[config.mk]
export PLATFORM = sky130hd
export DESIGN_NAME = occupancy_light_mode_controller
export DESIGN_NICKNAME = d
export VERILOG_FILES = /design/src/design/olm_pkg.sv /design/src/design/olm_front.sv /design/src/design/olm_queue.sv /design/src/design/olm_back.sv /design/src/design/occupancy_light_mode_controller.sv
export VERILOG_INCLUDE_DIRS = /design/src /design/src/design
export SDC_FILE = /design/constraint.sdc
export NUM_CORES = 1
export LEC_CHECK = 0
export BUFFER_PORTS_ARGS = -buffer_cell sky130_fd_sc_hd__buf_2
export CAP_MARGIN = 20
export CORE_UTILIZATION = 50
export DETAILED_ROUTE_END_ITERATION = 7
export PLACE_DENSITY = 0.68
export SLEW_MARGIN = 20
export SYNTH_ARGS = -nofsm -noshare
export SYNTH_HDL_FRONTEND = slang
export SYNTH_HIERARCHICAL = 1
export SYNTH_SLANG_ARGS = --single-unit
[constraint.sdc]
create_clock -name clk -period 11.15 [get_ports clk]
set_input_delay 2.23 -clock clk [delete_from_list [all_inputs] [get_ports clk]]
set_output_delay 2.23 -clock clk [all_outputs]
set_load 0.03 [all_outputs]
[src/design/assert_macros.svh]
// ---------------------------------------------------------------------------
// assertion macros
// concurrent assertion helpers used by the top-level rtl file
// ---------------------------------------------------------------------------
`ifndef ASSERT_MACROS_SVH
`define ASSERT_MACROS_SVH

`ifndef ASSERT_OFF

// cond must never hold outside reset
`define ASSERT_NEVER(label, clk, rst, cond) \
  label: assert property (@(posedge clk) disable iff (rst) !(cond)) \
    else $error("assertion failed: forbidden condition seen");

// ante implies cons in the same cycle
`define ASSERT_IMPLY(label, clk, rst, ante, cons) \
  label: assert property (@(posedge clk) disable iff (rst) (ante) |-> (cons)) \
    else $error("assertion failed: implication violated");

`else

`define ASSERT_NEVER(label, clk, rst, cond)
`define ASSERT_IMPLY(label, clk, rst, ante, cons)

`endif

`endif

[src/design/olm_pkg.sv]
// ---------------------------------------------------------------------------
// olm_pkg
// types and constants of the occupancy light mode controller
// ---------------------------------------------------------------------------
`default_nettype none

package olm_pkg;

  localparam logic [7:0] BUS_BCAST = 8'hFF;
  localparam logic [7:0] CMD_OFF   = 8'h00;
  localparam logic [7:0] CMD_UP    = 8'h01;
  localparam logic [7:0] CMD_DOWN  = 8'h02;
  localparam logic [7:0] CMD_SC1   = 8'h11;
  localparam logic [7:0] CMD_SC2   = 8'h12;
  localparam logic [7:0] CMD_SC3   = 8'h13;

  localparam logic [3:0] STEP_MAX  = 4'd10;

  localparam logic [1:0] MODE_OFF     = 2'd0;
  localparam logic [1:0] MODE_NORMAL  = 2'd1;
  localparam logic [1:0] MODE_STANDBY = 2'd2;

  // register indexes (byte address / 4)
  localparam logic [2:0] REG_NORMAL_HOLD  = 3'd0;
  localparam logic [2:0] REG_STANDBY_HOLD = 3'd1;
  localparam logic [2:0] REG_TICK         = 3'd2;
  localparam logic [2:0] REG_NORMAL_STEP  = 3'd3;
  localparam logic [2:0] REG_STANDBY_STEP = 3'd4;

  localparam int MAX_RESULTS = 4;

  typedef struct packed {
    logic [31:0] normal_hold;
    logic [31:0] standby_hold;
    logic [9:0]  tick_ms;
    logic [3:0]  normal_level;
    logic [3:0]  standby_level;
  } cfg_t;

  // one result as it leaves the block
  typedef struct packed {
    logic       frame_valid;
    logic [7:0] cmd;
    logic       relay;
    logic [1:0] mode;
    logic [3:0] step;
  } entry_t;

  // all results of one tick
  typedef struct packed {
    entry_t [MAX_RESULTS-1:0] ent;
    logic [1:0]               n_last;
  } rec_t;

  function automatic logic [3:0] sat_step(input logic [3:0] s);
    sat_step = (s > STEP_MAX) ? STEP_MAX : s;
  endfunction

endpackage

`default_nettype wire

[src/design/olm_front.sv]
// ---------------------------------------------------------------------------
// olm_front
// takes ticks, updates mode, countdowns, step and relay, and builds the
// list of results of the tick
// ---------------------------------------------------------------------------
`default_nettype none

module olm_front
  import olm_pkg::*;
(
  input  wire logic clk,
  input  wire logic rst,
  input  wire cfg_t cfg,
  input  wire logic in_valid,
  input  wire logic in_ready,
  input  wire logic up,
  input  wire logic down,
  input  wire logic trig,
  input  wire logic active,
  output logic      push,
  output rec_t      rec
);

  logic [1:0]  mode;
  logic [31:0] normal_left;
  logic [31:0] standby_left;
  logic [3:0]  step;
  logic        relay;

  logic [1:0]  mode_next;
  logic [31:0] normal_left_next;
  logic [31:0] standby_left_next;
  logic [3:0]  step_next;
  logic        relay_next;

  logic        up_ok, down_ok, enter, in_normal;
  logic [3:0]  s1, s2, s3;
  logic        r3;
  logic [1:0]  m3;
  logic [31:0] nl3, sl3, cnt_sel, cnt_dec;
  logic        expire_n, expire_s;
  entry_t      cand [5];
  logic [4:0]  cand_en;
  logic [2:0]  k;
  entry_t      status;

  assign push = in_valid && in_ready;

  always_comb begin
    in_normal = (mode == MODE_NORMAL);
    up_ok     = up && in_normal && (step < STEP_MAX);
    s1        = up_ok ? step + 4'd1 : step;
    down_ok   = down && in_normal && (s1 != 4'd0);
    s2        = down_ok ? s1 - 4'd1 : s1;
    enter     = trig || (active && !in_normal);
    m3        = enter ? MODE_NORMAL : mode;
    r3        = enter ? 1'b1 : relay;
    s3        = enter ? sat_step(cfg.normal_level) : s2;
    nl3       = (enter || (active && in_normal)) ? cfg.normal_hold : normal_left;
    sl3       = enter ? 32'd0 : standby_left;

    // one shared countdown step for whichever mode is running
    cnt_sel   = (m3 == MODE_NORMAL) ? nl3 : sl3;
    cnt_dec   = (cnt_sel >= {22'd0, cfg.tick_ms}) ? cnt_sel - {22'd0, cfg.tick_ms} : 32'd0;
    expire_n  = (m3 == MODE_NORMAL) && (cnt_dec == 32'd0);
    expire_s  = (m3 == MODE_STANDBY) && (cnt_dec == 32'd0);

    mode_next         = m3;
    normal_left_next  = nl3;
    standby_left_next = sl3;
    step_next         = s3;
    relay_next        = r3;
    if (m3 == MODE_NORMAL) begin
      normal_left_next = cnt_dec;
      if (expire_n) begin
        mode_next         = MODE_STANDBY;
        standby_left_next = cfg.standby_hold;
        relay_next        = 1'b1;
        step_next         = sat_step(cfg.standby_level);
      end
    end else if (m3 == MODE_STANDBY) begin
      standby_left_next = cnt_dec;
      if (expire_s) begin
        mode_next        = MODE_OFF;
        normal_left_next = 32'd0;
        step_next        = 4'd0;
        relay_next       = 1'b0;
      end
    end

    // candidate results in tick order, each with the state seen at that point
    cand[0]    = '{frame_valid: 1'b1, cmd: CMD_UP,   relay: relay, mode: mode, step: s1};
    cand[1]    = '{frame_valid: 1'b1, cmd: CMD_DOWN, relay: relay, mode: mode, step: s2};
    cand[2]    = '{frame_valid: 1'b1, cmd: CMD_SC3,  relay: 1'b1, mode: MODE_NORMAL, step: s3};
    cand[3]    = expire_n ?
                 '{frame_valid: 1'b1, cmd: CMD_SC2, relay: 1'b1, mode: MODE_STANDBY,
                   step: sat_step(cfg.standby_level)} :
                 '{frame_valid: 1'b1, cmd: CMD_SC1, relay: r3, mode: MODE_OFF, step: 4'd0};
    cand[4]    = '{frame_valid: 1'b1, cmd: CMD_OFF, relay: 1'b0, mode: MODE_OFF, step: 4'd0};
    cand_en    = {expire_s, expire_n || expire_s, enter, down_ok, up_ok};

    status     = '{frame_valid: 1'b0, cmd: CMD_OFF, relay: relay_next, mode: mode_next,
                   step: step_next};

    // compact the enabled candidates, at most four can be set together
    rec = '0;
    k   = 3'd0;
    for (int i = 0; i < 5; i++) begin
      if (cand_en[i]) begin
        rec.ent[k[1:0]] = cand[i];
        k = k + 3'd1;
      end
    end
    if (k == 3'd0) begin
      rec.ent[0] = status;
      rec.n_last = 2'd0;
    end else begin
      rec.n_last = 2'(k - 3'd1);
    end
  end

  always_ff @(posedge clk) begin
    if (rst) begin
      mode         <= MODE_OFF;
      normal_left  <= 32'd0;
      standby_left <= 32'd0;
      step         <= 4'd0;
      relay        <= 1'b0;
    end else if (push) begin
      mode         <= mode_next;
      normal_left  <= normal_left_next;
      standby_left <= standby_left_next;
      step         <= step_next;
      relay        <= relay_next;
    end
  end

endmodule

`default_nettype wire

[src/design/olm_queue.sv]
// ---------------------------------------------------------------------------
// olm_queue
// small register queue of per-tick result lists between front and back
// ---------------------------------------------------------------------------
`default_nettype none

module olm_queue
  import olm_pkg::*;
#(
  parameter int DEPTH = 2
) (
  input  wire logic clk,
  input  wire logic rst,
  input  wire logic push,
  input  wire rec_t wr_rec,
  output logic      not_full,
  input  wire logic pop,
  output logic      not_empty,
  output rec_t      rd_rec
);

  localparam int PW = (DEPTH > 1) ? $clog2(DEPTH) : 1;
  localparam int CW = $clog2(DEPTH + 1);

  rec_t          slots [DEPTH];
  logic [PW-1:0] wr_ptr;
  logic [PW-1:0] rd_ptr;
  logic [CW-1:0] count;

  assign not_full  = (count != CW'(DEPTH));
  assign not_empty = (count != '0);
  assign rd_rec    = slots[rd_ptr];

  always_ff @(posedge clk) begin
    if (push) begin
      slots[wr_ptr] <= wr_rec;
    end
  end

  always_ff @(posedge clk) begin
    if (rst) begin
      wr_ptr <= '0;
      rd_ptr <= '0;
      count  <= '0;
    end else begin
      if (push) begin
        wr_ptr <= (wr_ptr == PW'(DEPTH - 1)) ? '0 : wr_ptr + PW'(1);
      end
      if (pop) begin
        rd_ptr <= (rd_ptr == PW'(DEPTH - 1)) ? '0 : rd_ptr + PW'(1);
      end
      if (push && !pop) begin
        count <= count + CW'(1);
      end else if (pop && !push) begin
        count <= count - CW'(1);
      end
    end
  end

endmodule

`default_nettype wire

[src/design/olm_back.sv]
// ---------------------------------------------------------------------------
// olm_back
// walks the result list of the head tick and drives the output register
// ---------------------------------------------------------------------------
`default_nettype none

module olm_back
  import olm_pkg::*;
(
  input  wire logic clk,
  input  wire logic rst,
  input  wire logic q_valid,
  input  wire rec_t q_rec,
  output logic      pop,
  output logic      out_valid,
  input  wire logic out_ready,
  output entry_t    out_ent,
  output logic      out_last
);

  logic [1:0] idx;
  logic       load;
  logic       at_last;

  assign load    = q_valid && (!out_valid || out_ready);
  assign at_last = (idx == q_rec.n_last);
  assign pop     = load && at_last;

  always_ff @(posedge clk) begin
    if (rst) begin
      out_valid <= 1'b0;
      idx       <= 2'd0;
    end else begin
      if (load) begin
        out_valid <= 1'b1;
        idx       <= at_last ? 2'd0 : idx + 2'd1;
      end else if (out_ready) begin
        out_valid <= 1'b0;
      end
    end
  end

  always_ff @(posedge clk) begin
    if (load) begin
      out_ent  <= q_rec.ent[idx];
      out_last <= at_last;
    end
  end

endmodule

`default_nettype wire

[src/design/occupancy_light_mode_controller.sv]
// ---------------------------------------------------------------------------
// occupancy light mode controller
// per-tick mode, countdown, brightness and relay control that emits
// broadcast lighting frames and status results
// ---------------------------------------------------------------------------
//
// channel   dir  handshake                 payload
// s_*       in   s_tvalid / s_tready       one service tick (button and motion flags)
// m_*       out  m_tvalid / m_tready       one result, m_tlast on the last of a tick
// apb       in   psel, penable, pwrite     five config registers at 4*i
//
// a tick is taken whenever the queue has room; its whole state
// update happens at that edge in the front part
// the back part sends one result per cycle while m_tready allows, so a tick with
// n results gives max(1, n) transactions (at most 4); the output register sets this
// the queue holds QUEUE_DEPTH finished ticks, so input and output stall apart
// synchronous active-high reset; mode off, counters, step and relay zero,
// config registers back to their defaults; reset emits nothing
// ---------------------------------------------------------------------------
`default_nettype none

`include "assert_macros.svh"

module occupancy_light_mode_controller
  import olm_pkg::*;
#(
  parameter int QUEUE_DEPTH = 2
) (
  input  wire logic        clk,
  input  wire logic        rst,
  // tick input
  input  wire logic        s_tvalid,
  output logic             s_tready,
  input  wire logic [7:0]  s_tdata,   // btn_up, btn_down, motion_trig,
                                      // motion_act, pad
  // result output
  output logic             m_tvalid,
  input  wire logic        m_tready,
  output logic [23:0]      m_tdata,   // frame_address[7:0], frame_data[15:8],
                                      // relay[16], light_mode[18:17],
                                      // bright_step[22:19], pad
  output logic [0:0]       m_tuser,   // frame_valid
  output logic             m_tlast,
  // config port
  input  wire logic        psel,
  input  wire logic        penable,
  input  wire logic        pwrite,
  input  wire logic [4:0]  paddr,
  input  wire logic [31:0] pwdata,
  output logic [31:0]      prdata,
  output logic             pready
);

  cfg_t       cfg;
  logic       cfg_wr;
  logic [2:0] reg_idx;

  logic       push;
  rec_t       wr_rec;
  logic       q_not_empty;
  rec_t       q_rec;
  logic       pop;
  entry_t     out_ent;
  logic       out_last;
  logic       off_frame;

  // config registers
  assign pready  = 1'b1;
  assign reg_idx = paddr[4:2];
  assign cfg_wr  = psel && penable && pwrite && pready;

  always_ff @(posedge clk) begin
    if (rst) begin
      cfg.normal_hold   <= 32'd300000;
      cfg.standby_hold  <= 32'd1200000;
      cfg.tick_ms       <= 10'd5;
      cfg.normal_level  <= 4'd9;
      cfg.standby_level <= 4'd2;
    end else if (cfg_wr) begin
      case (reg_idx)
        REG_NORMAL_HOLD:  cfg.normal_hold   <= pwdata;
        REG_STANDBY_HOLD: cfg.standby_hold  <= pwdata;
        REG_TICK:         cfg.tick_ms       <= pwdata[9:0];
        REG_NORMAL_STEP:  cfg.normal_level  <= pwdata[3:0];
        REG_STANDBY_STEP: cfg.standby_level <= pwdata[3:0];
        default: ;
      endcase
    end
  end

  always_comb begin
    case (reg_idx)
      REG_NORMAL_HOLD:  prdata = cfg.normal_hold;
      REG_STANDBY_HOLD: prdata = cfg.standby_hold;
      REG_TICK:         prdata = {22'd0, cfg.tick_ms};
      REG_NORMAL_STEP:  prdata = {28'd0, cfg.normal_level};
      REG_STANDBY_STEP: prdata = {28'd0, cfg.standby_level};
      default:          prdata = 32'd0;
    endcase
  end

  // front: classifies the tick and updates state at acceptance
  olm_front u_front (
    .clk      (clk),
    .rst      (rst),
    .cfg      (cfg),
    .in_valid (s_tvalid),
    .in_ready (s_tready),
    .up       (s_tdata[0]),
    .down     (s_tdata[1]),
    .trig     (s_tdata[2]),
    .active   (s_tdata[3]),
    .push     (push),
    .rec      (wr_rec)
  );

  // queue of finished result lists
  olm_queue #(
    .DEPTH (QUEUE_DEPTH)
  ) u_queue (
    .clk       (clk),
    .rst       (rst),
    .push      (push),
    .wr_rec    (wr_rec),
    .not_full  (s_tready),
    .pop       (pop),
    .not_empty (q_not_empty),
    .rd_rec    (q_rec)
  );

  // back: one result per cycle into the output register while m_tready allows
  olm_back u_back (
    .clk       (clk),
    .rst       (rst),
    .q_valid   (q_not_empty),
    .q_rec     (q_rec),
    .pop       (pop),
    .out_valid (m_tvalid),
    .out_ready (m_tready),
    .out_ent   (out_ent),
    .out_last  (out_last)
  );

  // status results carry zero address and data
  assign m_tdata = {1'b0, out_ent.step, out_ent.mode, out_ent.relay,
                    out_ent.frame_valid ? out_ent.cmd : CMD_OFF,
                    out_ent.frame_valid ? BUS_BCAST : 8'd0};
  assign m_tuser = out_ent.frame_valid;
  assign m_tlast = out_last;

  assign off_frame = m_tvalid && out_ent.frame_valid && (out_ent.cmd == CMD_OFF);

  // normal mode always has the driver supply on
  `ASSERT_IMPLY(a_normal_relay, clk, rst, m_tvalid && (out_ent.mode == MODE_NORMAL), out_ent.relay)
  // brightness step stays within range
  `ASSERT_NEVER(a_step_range, clk, rst, m_tvalid && (out_ent.step > STEP_MAX))
  // a status result is the only result of its tick
  `ASSERT_IMPLY(a_status_last, clk, rst, m_tvalid && !out_ent.frame_valid, out_last)
  // the off frame closes its tick with the relay dropped
  `ASSERT_IMPLY(a_off_last, clk, rst, off_frame, out_last && !out_ent.relay)

endmodule

`default_nettype wire

Yosys cells after proc, flatten, opt, wreduce, memory -nomap -nowiden
Memories as Yosys holds them, arrays and structs flattened. A register that Yosys moved wholly into a read port is not among the register bits.
Cells that the tools add are included.
{"block": "totals", "output_inout_bits": 61, "mem_count": 1, "wordCells": 168, "regBits": 177, "ramBits": 132}
{"memory": "u_queue.slots", "depth": 2, "width": 66, "read_ports": 1, "rd_ports_with_merged_regs": 1, "write_ports": 1, "line": "olm_queue.sv:25", "source": "rec_t slots [DEPTH];"}
{"block": "op_classes", "n_bitwise": 3, "eq_ne": 9, "n_lt_le_gt_ge": 13, "n_reduce_logical": 39, "addsub": 13, "n_mux": 69}
{"op": "32-bit 2-to-1 mux", "count": 10}
{"op": "64-bit 2-to-1 mux", "count": 4}
{"op": "64-bit bitwise mux", "count": 3}
{"op": "32-bit case mux with 5 select lines", "count": 1}
{"op": "16-bit demux with 2-bit select", "count": 4}
{"op": "16-bit 2-to-1 mux", "count": 7}
{"op": "60-bit AND", "count": 1}
{"op": "60-bit inverter", "count": 1}
{"op": "4-bit 2-to-1 mux", "count": 9}
{"op": "16-bit binary-select mux with 2-bit select", "count": 1}
{"op": "32-bit by 10-bit >= comparator with 1-bit output", "count": 1}
{"op": "32-bit zero test", "count": 1}
{"op": "32-bit by 10-bit subtractor with 32-bit output", "count": 1}
{"op": "1-bit logical AND", "count": 19}
{"op": "2-bit 2-to-1 mux", "count": 9}
{"op": "8-bit 2-to-1 mux", "count": 2}
{"op": "1-bit 2-to-1 mux", "count": 14}
{"op": "2-bit by 3-bit < comparator with 1-bit output, second input constant", "count": 4}
{"op": "3-bit 2-to-1 mux", "count": 4}
{"op": "2-bit AND reduction", "count": 5}
{"op": "3-bit by 1-bit adder with 3-bit output, second input constant", "count": 3}
{"op": "9-bit 2-to-1 mux", "count": 1}
{"op": "4-bit greater-than comparator, second input constant", "count": 2}
{"op": "3-bit by 2-bit equality test with 1-bit output, second input constant", "count": 2}
{"op": "22 further kinds", "count": 37}

Depth between registers and ports, before layout
Gate-level depths: netlist of the first run.
{"block": "logic_depth", "ltp_word": 21, "ltp_mapped": 33, "depth_no_buf": 24}

Modules after synthesis
The synthesis of the first run kept the hierarchy.
{"mod": "olm_front", "cells_per_inst": 1075, "n_inst": 1, "area_per_inst_um2": 7428.4}
{"mod": "olm_queue", "cells_per_inst": 227, "n_inst": 1, "area_per_inst_um2": 4981.0}
{"mod": "occupancy_light_mode_controller", "cells_per_inst": 421, "n_inst": 1, "area_per_inst_um2": 4052.6}
{"mod": "olm_back", "cells_per_inst": 58, "n_inst": 1, "area_per_inst_um2": 1094.8}

Least setup slack after synthesis of the first run
OpenSTA, ideal clock, no wires.
{"block": "synth_timing", "path_kind": "input -> register", "startpoint": "in s_tdata[2]", "endpoint": "mem u_queue/slots[0][2] (netlist bit), data pin", "stages": 26, "required_ns": 10.888, "path_slack_ns": 1.989, "arrival_ns": 8.898, "setup_time_ns": 0.262, "path_cell_list": "clkbuf_2 > nor2_1 > buf_4 > buf_2 > buf_2 > buf_2 > buf_1 > buf_1 > clkbuf_1 > a31oi_1 > fa_1 > a211oi_1 > nor2_1 > a211oi_1 > xnor2_1 > or4_1 > or4_4 > or3_1 > buf_2 > a21oi_1 > o21ai_0 > ha_1 > o31ai_1 > a32o_1 > and2_4 > mux2_2"}
{"item": "from (decl)", "line": "occupancy_light_mode_controller.sv:34", "source": "input wire logic [7:0] s_tdata,"}
{"item": "to (decl)", "line": "olm_queue.sv:25"}

==> impl_metrics.yaml, run 1 <==
clocking:
  clkLatencyLatePin_ns: 0.54
  cts-root-buf: "clkbuf_16"
  post_cts_buffers: 0
  cts_max_level: 2
  clkSlewWorstSetupHoldPaths_ns: 0.06
  cts-hold-fix-buffers: 0
  ctsResizeCount: 0
  numCtsBuffers: 34
  ctsLongestPathBuffers: 3
  clock_sinks: 310
  cts_tree: "built"
cells_and_area:
  final_cell_mix: "184 x nor2_1, 160 x dfxtp_1, 149 x edfxtp_1"
  n_antenna_cell: 0
  layout_commonest_cell: "nor2_1"
  area_growth_pct: 9.69
  seqCellArea_sq_um: 7700
  num-fill-cells: 3065
  drive_gt1_share_pct: 16.9
  multi_input_area_sq_um: 9050
  final_area_sq_um: 19300
  fin_nets: 1898
synthesis:
  synth.top_cell.area_share_pct: 25.5
  netlist_area_sq_um: 17600
  synth.distinct_cells: 100
  ys_ff_latch: 310
  yosys.area.top_type: "edfxtp_1"
  dominantRegCellSynth: "dfxtp_1"
  yosysWarnings: 6
  synth_edf_count: 149
  syn_inst: 1781
  synth.area.top_cells: "edfxtp_1 25%, dfxtp_1 18%, mux2i_1 5.6%"
  ys_seq_area_share_pct: 43.8
  async_reset_ff_share_pct: 0
  syn_area_per_cell_sq_um: 9.86
die:
  num_rows: 68
  fp.dieW_um: 189
  dieArea_sq_um: 35900
  start_util_pct: 50.8
  fp.dieH_um: 189
  core-area_sq_um: 34500
  ioPinCount: 113
timing:
  final-hold-violation-count: 0
  fmax_mhz: 108
  layout_setup_ws_ns: 1.92
  fin_skew_ns: 0.0181
  min_period_over_period_pct: 82.8
  tightest_slew_ns: 1.06
  setup_violations: 0
  rsz0062_at_grt: "no"
  setup_tns_ns: 0
  finalMaxSlewViolations: 0
  layout_min_cycle_time_ns: 9.23
  relSlewSlack_pct: 29.1
flow_run:
  cap_violations: 0
place:
  port_buffers: 104
  globalplace.congestion: 0.940
  dpl_worst_slack_ns: 1.67
  dpl.hpwl_um: 30800
  placed_area_sq_um: 18100
grt:
  antenna_found_initial: 0
  grtUsageTotal_pct: 25.8
  grt_start_max_net_pins: 147
  grt_pass1_wl_um: 74100
  gr-total-overflow: 0
  grt_pass1_vias: 13700
routing:
  routed_wl_um: 46400
  wl_per_cell_um: 20.2
  viasPerCell: 6.13
  dr.pass1.iters: 6
  drt_iter0_markers: 1388
  drtAntennaViolNets: 0
  drcViolationCount: 0
  vias: 14100
worst_setup_path:
  worstPathMaxFanout: 28
  critPathKind: "input pin to flip-flop"
  start_kind: "input pin"
  cp-end-kind: "flip-flop"
  r2r_start: "u_front/mode[0]$_SDFFE_PP0P_"
  critPathArrivalTime_ns: 9.50
  cp.required_ns: 11.42
  cp-startpoint: "s_tdata[2]"
pwr:
  p_leak_uw: 0.00714
  vdd_ir_drop_max_v: 0.000189
  cellPowerDensity_nw_per_um2: 192
worst_hold_path:
  min-delay-start: "cfg[39]$_SDFFE_PP0P_"
  holdCritPathClass: "flip-flop to flip-flop"
status:
  status: "finished, final reports clean"
[through the flow]
stage / instances / utilization (%) / total power (uW) / hold slack (ns)
floorplan: 1800 / - / 2370 / 0.457
global placement: 2232 / 52.5 / 2560 / 0.470
detailed placement: 2232 / 52.5 / 2590 / 0.479
CTS: 2294 / 55.7 / 3740 / 0.487
global route: 2294 / 55.8 / 3880 / 0.499
finish: 2294 / 55.8 / 3710 / 0.483
[power breakdown]
group | internal [uW] | switching (uW)
logic | 437 | 654
registers | 1400 | 81.5
clock network | 662 | 473
total | 2500 | 1210
[synth_stat cells, types with 27 or more instances]
master and count:
nor2_1 189, dfxtp_1 161, edfxtp_1 149, nand2_1 117
nand2b_1 103, mux2i_1 99, nor3_1 80, mux2_2 76
a21oi_1 70, clkbuf_1 70, a22oi_1 44, o21ai_0 40
nor4_1 37, nor2b_1 34, buf_4 33, ha_1 31
inv_1 31, a221o_1 27, a22o_1 27
[final timing paths]
| kind | end | slack, ns | depth (start not counted) |
|---|---|---|---|
| worst min register to register | cfg[39]$_SDFFE_PP0P_ | 0.48 | 2 |
| worst max-delay path | u_queue/slots[0][9]$_DFFE_PP_ | 1.92 | 22 |
| worst min-delay path | cfg[39]$_SDFFE_PP0P_ | 0.48 | 2 |
| worst max register to register | u_queue/slots[0][9]$_DFFE_PP_ | 3.29 | 23 |
[sequential cells by signal, indices dropped and copies added, names as in the netlist, 2 cells and up, named ones only]
signal	flops
u_queue/slots	132
cfg	82
u_front/normal_left	32
u_front/standby_left	32
u_back/out_ent	16
u_front/step	4
u_back/idx	2
u_front/mode	2
u_queue/count	2
[logic make-up (layout without fill, tap and decap cells)]
group	count (synthesis)	count (layout)	share of synthesized area (%)
fa+ha+maj	33	33	2.44
mux	191	191	12.6
simple gates	680	680	19.7
flops	310	310	43.8
buf+inv	183	222	5.37
compound gates	349	349	14.3
other cells	3	22	0.0641
xor+xnor	32	32	1.64
[cell type report]
cell class | count | area share (%)
clock buffer | 44 | 4.78
sequential | 310 | 40.0
inverter | 34 | 0.663
timing repair buffer | 126 | 3.59
multi-input combinational | 1307 | 47.0
tap | 455 | 2.96
clock inverter | 18 | 1.06
[per-layer routing]
layer	vias up	GRT usage (%)	wire, um	part of all wire (%)
met5	-	0	0	0
met4	0	7.88	1250	2.7
met3	107	4.65	3620	7.8
met2	626	42.3	21800	47
met1	6746	34.6	19700	43
li1	6588	-	-	-
[critical path, stage by stage]
cell and delay, ns:
buf_2 0.26, or2_2 0.57, a21oi_1 0.08, a21oi_1 0.16, ha_1 0.19, inv_1 0.06, fa_1 0.44, a211oi_1 0.34
nor2_1 0.16, a211oi_1 0.59, a21oi_1 0.17, a211oi_1 0.23, nor4b_1 0.58, nand4_1 0.39, or3_1 0.57, a21oi_1 0.63
o21ai_0 0.29, ha_1 0.45, o31ai_1 0.10, a32o_1 0.25, and2_4 0.21, a2111oi_2 0.53
(Power assumes the default switching activity.)
==> inputs of run 2 (changes only) <==
- PLACE_DENSITY: 0.68 -> 0.7
- clock period: 11.15 -> 7.8 ns (I/O delays scaled with it)
==> impl_metrics.yaml, run 2 (synthesized netlist as in run 1, its figures left out) <==
pwr:
  vdd_ir_drop_max_v: 0.000260
  p_clk_share_pct: 30.7
  p_sw_share_pct: 32.7
  p_int_uw: 3590
  switching_power_uw: 1750
  p_seq_share_pct: 39.8
  p_leak_uw: 0.00725
  p_total_uw: 5330
  cellPowerDensity_nw_per_um2: 274
  pwr-share-comb_pct: 29.5
clocking:
  clkSlewWorstSetupHoldPaths_ns: 0.06
  post_cts_buffers: 0
  clkLatencyLatePin_ns: 0.54
  cts_max_level: 2
  cts_tree: "built"
  ctsLongestPathBuffers: 3
  clock_sinks: 310
  numCtsBuffers: 35
  cts-hold-fix-buffers: 0
  ctsResizeCount: 0
  cts-root-buf: "clkbuf_16"
routing:
  drt_iter0_markers: 1304
  routed_wl_um: 46900
  wl_per_cell_um: 20.3
  dr.pass1.iters: 5
  vias: 14200
  drtAntennaViolNets: 0
  drcViolationCount: 0
  viasPerCell: 6.14
flow_run:
  cap_violations: 0
worst_setup_path:
  r2r_start: "u_front/mode[0]$_SDFFE_PP0P_"
  worstPathMaxFanout: 12
  slowest_stage: "a2111oi_2"
  start_kind: "input pin"
  slowest_delay_ns: 0.57
  critPathArrivalTime_ns: 7.52
  crit_buf_inv: 2
  cp.required_ns: 8.07
  crit_chain: "buf_2, or2_2, a21oi_1, ha_1, inv_1, fa_1, a21o_1, a211oi_1, nor2_1, nor4_1, nand4bb_1, or4_1, or4_4, or3_1, a21oi_4, o21ai_0, ha_1, nand2_1, nand3_1, o21ai_0, a21oi_2, and2_4, a2111oi_2"
  path_delay_family: "simple AND/OR/NAND/NOR gates"
  critPathKind: "input pin to flip-flop"
  cp-end-kind: "flip-flop"
  cp-startpoint: "s_tdata[3]"
worst_hold_path:
  min-delay-start: "cfg[24]$_SDFFE_PP0P_"
  holdCritPathClass: "flip-flop to flip-flop"
place:
  globalplace.congestion: 0.914
  dp_cells: 2249
  dpl.hpwl_um: 31700
  port_buffers: 104
die:
  core-area_sq_um: 34500
  fp.dieW_um: 189
  ioPinCount: 113
  num_rows: 68
  dieArea_sq_um: 35900
  fp.dieH_um: 189
  start_util_pct: 50.8
timing:
  finalMaxSlewViolations: 0
  fmax_mhz: 138
  setup_violations: 0
  relSlewSlack_pct: 26.9
  rsz0062_at_grt: "no"
  setup_tns_ns: 0
  final-hold-violation-count: 0
  min_period_over_period_pct: 93.1
  fin_skew_ns: 0.0175
  layout_min_cycle_time_ns: 7.26
  tightest_slew_ns: 1.10
cells_and_area:
  top_regs: "u_queue/slots: 132 flops, cfg: 82 flops"
  final_cells: 2313
  drive_gt1_share_pct: 17.9
  largest_register_ffs: 132
  final_cell_mix: "184 x nor2_1, 160 x dfxtp_1, 149 x edfxtp_1"
  fin_nets: 1916
  area_growth_pct: 10.8
  layout_commonest_cell: "nor2_1"
  regMostFlops: "u_queue/slots"
  n_antenna_cell: 0
grt:
  grt_pass1_vias: 13600
  grt_pass1_wl_um: 73600
  grt_start_max_net_pins: 144
  antenna_found_initial: 0
  gr-total-overflow: 0
  grtUsageTotal_pct: 25.8
status:
  status: "finished, final reports clean"
run 2: cell count changes in the layout (fill, tap and decap cells not counted), sizes merged:
| cell | before | now |
|---|---|---|
| buf | 126 | 143 |
| clkbuf | 44 | 47 |
| clkinv | 14 | 12 |
| clkinvlp | 1 | 3 |
| inv | 34 | 33 |
run 2: per-stage QoR:
stage               util (%)  instance area (sq um)  hold WS [ns]  worst slack (ns)
floorplan                  -                  17700         0.457            0.0161
global placement        53.0                  18300         0.471             0.261
detailed placement      53.0                  18300         0.478             0.185
CTS                     56.3                  19400         0.487             0.706
global route            56.3                  19500         0.507             0.221
finish                  56.3                  19500         0.487             0.541
run 2: path summary, 6_finish.rpt:
check / slack [ns] / to / depth (start not counted)
worst min-delay path: 0.49 / cfg[24]$_SDFFE_PP0P_ / 2
worst min register to register: 0.49 / cfg[24]$_SDFFE_PP0P_ / 2
worst max register to register: 0.79 / u_queue/slots[1][9]$_DFFE_PP_ / 24
worst max-delay path: 0.54 / u_queue/slots[1][9]$_DFFE_PP_ / 23
run 2: power by group through the flow:
stage                     combinational, uW  sequential (uW)  clock (uW)
after floorplan                        1220             2170           0
after CTS                              1570             2120        1670
after global routing                   1700             2150        1730
after detailed placement               1560             2160           0
after global placement                 1540             2140           0
final                                  1570             2120        1640
run 2: cell type report:
type                    count  area, sq um
inverters                  34          128
repair buffers            143          832
multi-input cells        1307         9080
clock inverters            17          209
fillers                  3105        15100
flip-flops and latches    310         7700
clock buffers              47          931
well taps                 455          569
run 2: metal layers:
layer | vias to the layer above | wire length [um] | global-route usage, %
met1 | 6944 | 20700 | 34.9
li1 | 6633 | - | -
met2 | 539 | 21800 | 41.2
met3 | 95 | 3120 | 4.34
met5 | - | 0 | 0
met4 | 0 | 1350 | 9.68
run 2: tightest hold or removal path: stages (launching register included):
cell	delay (ns)
dfxtp_1	0.32
nand2b_1	0.06
mux2i_1	0.05
==> inputs of run 3 (changes only) <==
- CELL_PAD_IN_SITES_DETAIL_PLACEMENT: default -> 2
- CELL_PAD_IN_SITES_GLOBAL_PLACEMENT: default -> 2
- CORE_UTILIZATION: 50 -> 36
- GPL_ROUTABILITY_DRIVEN: default -> 0
- PLACE_DENSITY: 0.7 -> default
- PLACE_DENSITY_LB_ADDON: default -> 0.1
==> impl_metrics.yaml, run 3 (synthesized netlist as in run 1, its figures left out) <==
worst_setup_path:
  slowest_stage: "or4b_1"
  critPathKind: "input pin to flip-flop"
  critPathArrivalTime_ns: 7.48
  slowest_delay_ns: 0.61
  cp-end-kind: "flip-flop"
  cp.required_ns: 8.14
  crit_chain: "buf_2, nor2_4, nor2_1, a31oi_1, ha_1, nor2b_1, o21bai_1, a21oi_1, o311ai_1, a31oi_1, or4b_1, or4_4, buf_4, o41ai_4, nand2_1, o21ai_0, ha_1, o31ai_1, a32o_1, and2_4, buf_4, mux2i_1"
  worstPathMaxFanout: 20
  start_kind: "input pin"
  reg2reg_depth: 26
pwr:
  cellPowerDensity_nw_per_um2: 283
  p_int_uw: 3790
  p_seq_share_pct: 37.4
  vdd_ir_drop_max_v: 0.000136
  p_sw_share_pct: 33.0
  pwr-share-comb_pct: 29.7
  switching_power_uw: 1870
  p_total_uw: 5660
  p_leak_uw: 0.00744
  p_clk_share_pct: 32.8
routing:
  drt_iter0_markers: 573
  wl_per_cell_um: 24.1
  drtAntennaViolNets: 0
  dr.pass1.iters: 5
  viasPerCell: 5.76
  routed_wl_um: 60300
  drcViolationCount: 0
  vias: 14400
worst_hold_path:
  holdCritPathClass: "flip-flop to flip-flop"
  hold-path-cell-count: 2
die:
  ioPinCount: 113
  start_util_pct: 36.6
  fp.dieH_um: 223
  core-area_sq_um: 47900
  num_rows: 80
  dieArea_sq_um: 49700
  fp.dieW_um: 223
clocking:
  post_cts_buffers: 0
  numCtsBuffers: 39
  ctsResizeCount: 0
  cts-root-buf: "clkbuf_16"
  clock_sinks: 310
  clkSlewWorstSetupHoldPaths_ns: 0.05
  ctsLongestPathBuffers: 3
  clkLatencyLatePin_ns: 0.56
  cts_tree: "built"
  cts_max_level: 2
  cts-hold-fix-buffers: 0
timing:
  fin_skew_ns: 0.0161
  setup_violations: 0
  layout_setup_ws_ns: 0.657
  setup_tns_ns: 0
  rsz0062_at_grt: "no"
  relSlewSlack_pct: 26.7
  final-hold-violation-count: 0
  min_period_over_period_pct: 91.6
  tightest_slew_ns: 1.10
  layout_min_cycle_time_ns: 7.14
  fmax_mhz: 140
  finalMaxSlewViolations: 0
place:
  dpl.hpwl_um: 42000
  dpl_worst_slack_ns: 0.0828
  port_buffers: 104
  dp_cells: 2427
cells_and_area:
  fin_nets: 1939
  top_regs: "u_queue/slots: 132 flops, cfg: 82 flops"
  drive_gt1_share_pct: 19.2
  largest_register_ffs: 132
  final_cells: 2497
  num-fill-cells: 5123
  n_antenna_cell: 0
  final_cell_mix: "184 x nor2_1, 160 x dfxtp_1, 149 x edfxtp_1"
  area_growth_pct: 13.9
  layout_commonest_cell: "nor2_1"
  regMostFlops: "u_queue/slots"
flow_run:
  cap_violations: 0
grt:
  antenna_found_initial: 0
  gr-total-overflow: 0
  grt_pass1_wl_um: 93400
  grtUsageTotal_pct: 24.4
  grt_pass1_vias: 15600
  grt_start_max_net_pins: 81
status:
  status: "finished, final reports clean"
run 3: cell count changes in the layout (fill, tap and decap cells not counted), sizes merged:
cell / change
inv: +1
clkinv: -2
bufinv: +1
buf: +19
clkinvlp: -2
clkbuf: +7
run 3: per-stage QoR:
| stage | area (sq um) | hold WS, ns | util [%] |
|---|---|---|---|
| after floorplan | 17700 | 0.457 | - |
| after global placement | 18700 | 0.472 | 38.9 |
| after detailed placement | 18700 | 0.486 | 38.9 |
| after CTS | 20000 | 0.497 | 41.7 |
| after global routing | 20000 | 0.508 | 41.7 |
| final | 20000 | 0.496 | 41.7 |
run 3: area by class of cell:
class	instances	area (sq um)	area share [%]
clock buffer	54	1110	5.57
clock inverter	15	194	0.970
tap	615	769	3.85
multi-input combinational	1307	9100	45.5
sequential	310	7700	38.5
timing repair buffer	162	995	4.97
inverter	34	128	0.638
run 3: layer usage:
metal / wire length, um / vias to the layer above / track usage (%)
met5: 0 / - / 0
met4: 1450 / 0 / 6.87
met3: 1610 / 73 / 2.95
met2: 30800 / 219 / 43.9
met1: 26400 / 7411 / 30.3
li1: - / 6668 / -
run 3: final timing paths:
check / start / end / slack, ns
worst max-delay path: s_tdata[3] / u_queue/slots[1][3]$_DFFE_PP_ / 0.66
worst min-delay path: cfg[34]$_SDFFE_PP0P_ / cfg[34]$_SDFFE_PP0P_ / 0.50
worst max register to register: u_front/mode[0]$_SDFFE_PP0P_ / u_queue/slots[1][3]$_DFFE_PP_ / 1.11
worst min register to register: cfg[34]$_SDFFE_PP0P_ / cfg[34]$_SDFFE_PP0P_ / 0.50
run 3: worst max-delay path: cells and delay by family:
family                   cells  cell delay [ns]
AO/OA/AOI/OAI                9             2.40
AND/OR/NAND/NOR              7             2.10
buffers and inverters        3             0.47
multiplexers                 1             0.33
adder cells (fa/ha/maj)      2             0.60
run 3: power groups by stage:
stage	combinational [uW]	clock, uW	sequential, uW
finish	1680	1860	2120
detailed placement	1690	0	2150
CTS	1710	1920	2120
global placement	1640	0	2130
floorplan	1220	0	2170
global route	1820	1970	2140
